File: src/rtl/sfd_pkg.sv
// shared types and constants for the stereo feedback delay
// no dependencies; used by sfd_rem, sfd_lane and stereo_feedback_delay
`timescale 1ns / 1ps

package sfd_pkg;

	localparam int SFD_STORE_DEPTH = 131072;
	localparam int SFD_SAMPLE_BITS = 24;
	localparam int DELAY_BITS      = 17;
	localparam int GAIN_BITS       = 16;
	localparam int ROUND_HALF      = 16384;
	localparam int OUT_DEPTH       = 8;
	localparam int APB_ADDR_BITS   = 4;
	localparam int APB_DATA_BITS   = 32;

	localparam logic [GAIN_BITS-1:0] GAIN_ONE = 16'h8000;

	typedef enum logic [1:0] {
		REG_DELAY,
		REG_FEEDBACK,
		REG_MIX
	} sfd_reg_t;

	typedef struct packed {
		logic                 bypass;
		logic                 hit;
		logic [GAIN_BITS-1:0] fb;
		logic [GAIN_BITS-1:0] mix;
	} sfd_ctl_t;

endpackage

File: src/rtl/sfd_rem.sv
// remainder of the delay length by the store depth, by reciprocal multiplication
// depends on sfd_pkg
`timescale 1ns / 1ps

module sfd_rem #(
	parameter int DEPTH = sfd_pkg::SFD_STORE_DEPTH
) (
	input  logic                              clk,
	input  logic                              arst_n,
	input  logic                              start,
	input  logic [sfd_pkg::DELAY_BITS-1:0]    dividend,
	output logic [$clog2(DEPTH)-1:0]          rem,
	output logic                              busy
);

	localparam int AW = $clog2(DEPTH);
	localparam int NB = sfd_pkg::DELAY_BITS;
	localparam int MW = NB + 1;
	localparam int KS = NB + AW;
	localparam longint unsigned RECIP = ((64'd1 << KS) + 64'(DEPTH) - 64'd1) / 64'(DEPTH);
	localparam logic [MW-1:0] RECIP_W = MW'(RECIP);
	localparam logic [NB-1:0] DEPTH_N = NB'(DEPTH);

	logic [1:0]       stage_q;
	logic [NB-1:0]    dvd_q;
	logic [NB+MW-1:0] prod_s1;
	logic [AW-1:0]    rem_q;
	logic [NB-1:0]    quo;
	logic [NB-1:0]    back;
	logic [NB-1:0]    diff;

	// quotient from the scaled product, then one constant multiply and subtract
	assign quo  = NB'(prod_s1 >> KS);
	assign back = quo * DEPTH_N;
	assign diff = dvd_q - back;

	always_ff @(posedge clk or negedge arst_n) begin
		if (!arst_n) begin
			stage_q <= '0;
			dvd_q   <= '0;
			prod_s1 <= '0;
			rem_q   <= '0;
		end else begin
			stage_q <= {stage_q[0], start};
			if (start) begin
				dvd_q <= dividend;
			end
			if (stage_q[0]) begin
				prod_s1 <= dvd_q * RECIP_W;
			end
			if (stage_q[1]) begin
				rem_q <= AW'(diff);
			end
		end
	end

	assign rem  = rem_q;
	assign busy = |stage_q;

endmodule

File: config.mk
export PLATFORM = sky130hd
export DESIGN_NAME = sfd_rem
export DESIGN_NICKNAME = d
export VERILOG_FILES = /design/src/rtl/sfd_pkg.sv /design/src/rtl/sfd_rem.sv
export SDC_FILE = /design/constraint.sdc
export NUM_CORES = 1
export LEC_CHECK = 0
export BUFFER_PORTS_ARGS = -buffer_cell sky130_fd_sc_hd__buf_4
export CORE_ASPECT_RATIO = 1.25
export CORE_MARGIN = 2
export CORE_UTILIZATION = 51
export DETAILED_ROUTE_END_ITERATION = 8
export PLACE_DENSITY_LB_ADDON = 0.15
export SLEW_MARGIN = 10
export SYNTH_ARGS = -nofsm -noshare
export SYNTH_HDL_FRONTEND = slang
export SYNTH_SLANG_ARGS = --single-unit
export TNS_END_PERCENT = 10
File: constraint.sdc
create_clock -name clk -period 1.3 [get_ports clk]
set_input_delay 0.39 -clock clk [delete_from_list [all_inputs] [get_ports clk]]
set_output_delay 0.39 -clock clk [all_outputs]
set_load 0.03 [all_outputs]
[After elaboration in Yosys (flattened, before gate mapping)]
Index checks and enable logic that the tools add are counted.
Storage, ports and cells
  bits in writable memories: 0
  word-level logic and storage cells: 4
  bits of input ports: 20
  bits in registers: 36
  memories kept: 0
  output and inout port bits: 18
  bits in latches: 0
  memory bits (read-only): 0
Cells by class
  add/sub/neg operators: 0
  shifts and indexed selects: 0
  order comparisons: 0
  muxes and demuxes: 0
  reduce and logical (&&, ||, !) cells: 1
  bitwise gates (word level): 0
  equal/unequal tests: 0
  $mul: 0
  div/mod/pow operators: 0
Operator list (count)
  2-bit OR reduction: 1

[Depth between registers and ports, before layout]
  depth in word-level cells: 1
  mapped depth: 3
  gate-level depth less buffers: 1

[Worst setup path before layout]
No wires, ideal clock.
  kind: flip-flop to output port
  start point: reg stage_q[1]
  end point: out busy
  path slack: -0.055 ns
  arrival time: 0.965 ns
  cell stages (with the launch flop): 4
  required time: 0.910 ns
  buffers on the path: 2
  cell sequence: dfrtp_1 -> buf_6 -> buf_12 -> or2_1
Between the ends
  cells in the longest elaborated chain, start to end: 1
RTL lines
  start: declaration: line sfd_rem.sv:24  | logic [1:0] stage_q;
  start signal: assignment: line sfd_rem.sv:44  | stage_q <= {stage_q[0], start};
  2-bit OR reduction: line sfd_rem.sv:58  | assign busy = |stage_q;
  end: declaration: line sfd_rem.sv:13  | output logic busy
Every way passes these cells.

[Final worst setup path]
Ends and elaborated chain as after synthesis.

==> impl_metrics.toml <==
[placed_design]
dpl_cell_area_um2 = 1690
dp_hpwl_um = 1510
gp_congestion = 0.658
placed_cells = 143
port_buffers = 37
preCtsSetupSlack_ns = 0.125

[clock_network]
cts.sinks = 36
cts-buffers-inserted = 5
clk_latency_ns = 0.34
cts_root_buffer = "clkbuf_4"
clockBufferDepth = 2
tritoncts = "yes"
cts.htree.levels = 2
clkSlewWorstSetupHoldPaths_ns = 0.11

[grt]
antenna_found_initial = 0
grt_max_degree = 37
grt_overflow = 0
grt_pass1_wl_um = 4060
grt_pass1_vias = 844
grt_use_total = 0.174

[setup_path]
r2r_cells = 3
crit_fanout = 2
max_stage_delay_ns = 0.39
end_kind = "output pin"
cp_slowest_cell = "dfrtp_1"
crit_path_start_kind = "register"
cp_data_arrival_time_ns = 1.10
crit_required_ns = 0.91
critPathKind = "reg2out"
cp_top_family = "flip-flops"
cp_cell_sequence = "or2_4 > buf_6"
r2r-end = "rem[1]"
r2r_setup_slack_ns = 0.07
cp_num_buf_inv = 1
reg2reg_from = "stage_q[1]"

[routing]
first_iter_violations = 6
drc_errors = 0
wl_per_cell_um = 15.3
first_pass_iters = 2
vias_per_cell = 4.95
vias = 758
ant_nets = 0
wl_um = 2340

[timing]
slew_viol_final = 0
fin_crit_ns = 1.49
timing.slew.headroom = 0.704
setup_viol = 1
timing.hold.ws_ns = 0.278
clock_skew_ns = 0.0123
max_freq_mhz = 672
fin_crit_sh = 1.15
hold_viol = 0
finalWorstSetupSlack_ns = -0.189
rsz0062_at_grt = "true"
worst_pin_slew_ns = 0.444
setup_tns_ns = -0.189

[final_layout]
multiInputGateArea_um2 = 463
seqCellArea_um2 = 901
postLayoutCoreUtil = 0.686
nNetsFinal = 138
final_area_um2 = 1840
area_delta_synth_final_pct = 29.1
num-fill-cells = 212
antenna_cells = 0
stdcell_count = 153
drive_gt1_frac = 0.689

[floorplan]
core_um2 = 2680
initial_core_util = 0.531
ios = 38
die_w_um = 51.3
rows = 21
die_height_um = 63.1
dieArea_um2 = 3230

[worst_hold_path]
hold_class = "in2reg"
min_to = "dvd_q[10]"
whs_path_depth = 2
hp-start = "dividend[10]"

[yosys]
synthesis.area_um2 = 1420
ys_seq_area_frac = 0.633
ys_ff_latch = 36
synth_cell_types = 6
synth_edf_count = 0
ys.flop_type = "dfrtp_1"
netlist_instances = 75
synth_common_cells = "dfrtp_1 (36), mux2_4 (19), mux2_2 (15)"
post_synth.cell_area_avg_um2 = 19.0
yosysMostFrequentCell = "dfrtp_1"
synth_top_area_share = 0.633
yosysTopAreaCell = "dfrtp_1"
synth_fp_nets = 95
synthTopCellsByArea = "dfrtp_1 (63%), mux2_4 (20%), mux2_2 (12%), buf_12 (2.8%), buf_6 (1.6%)"
synth_warnings = 0
async_flop_share = 1.00

[power]
powerDensity_nw_per_um2 = 1410
p_leak_nw = 0.892
vdd_drop_max_uv = 1080
power_mw = 2.59

[run_status]
outcome = "complete, but fails checks"
violations = "negative setup slack"

[run]
maxCapViolCount = 0
[flip-flops by register name, summed over array words and instances (netlist names)]
name and cells:
dvd_q 17, rem 17, stage_q 2
[layout make-up]
type,count,share of cell area
sequential,36,0.490
tap,34,0.0231
clock inverter,2,0.00545
timing repair buffer,40,0.201
multi-input combinational,35,0.252
clock buffer,6,0.0279
[placed cells by master, fill, tap and decap left out, drive strengths merged]
cell / netlist / layout
mux2: 34 / 34
or2: 1 / 1
dfrtp: 36 / 36
clkbuf: 0 / 6
buf: 4 / 39
clkinv: 0 / 2
dlygate4sd3: 0 / 1
[power breakdown]
part	internal [mW]	switching [mW]	leakage, nW
registers	1.25	0.0875	0.421
logic	0.347	0.284	0.433
clock network	0.257	0.357	0.0380
[worst max-delay path by stage]
stage / start / endpoint / cells past startpoint
2_1_floorplan: stage_q[1] / busy / 3
5_1_grt: stage_q[1] / busy / 2
4_1_cts: stage_q[1] / busy / 2
6_report: stage_q[1] / busy / 2
3_3_place_gp: start / dvd_q[1] / 2
3_5_place_dp: start / dvd_q[4] / 2
[per-layer routing]
metal	vias to the layer above	wire (µm)	GRT usage
met5	-	0	0
met4	0	41	0.0691
li1	346	-	-
met1	381	982	0.229
met3	6	140	0.0640
met2	25	1170	0.261
[cell families after synthesis]
logic type / count (synthesis) / synth area share
flip-flops: 36 / 0.633
buffers and inverters: 4 / 0.0439
AND/OR/NAND/NOR: 1 / 0.00440
multiplexers: 34 / 0.319
[timing repair]
action / in CTS / in global routing
resized for setup: 15 / 3
setup buffers: 1 / 0
hold endpoints to repair: 36 / 0
pin swaps: 1 / 0
hold buffers: 1 / 0
setup endpoints to repair: 15 / 18
Note: power is estimated with default switching activity, not from simulation.
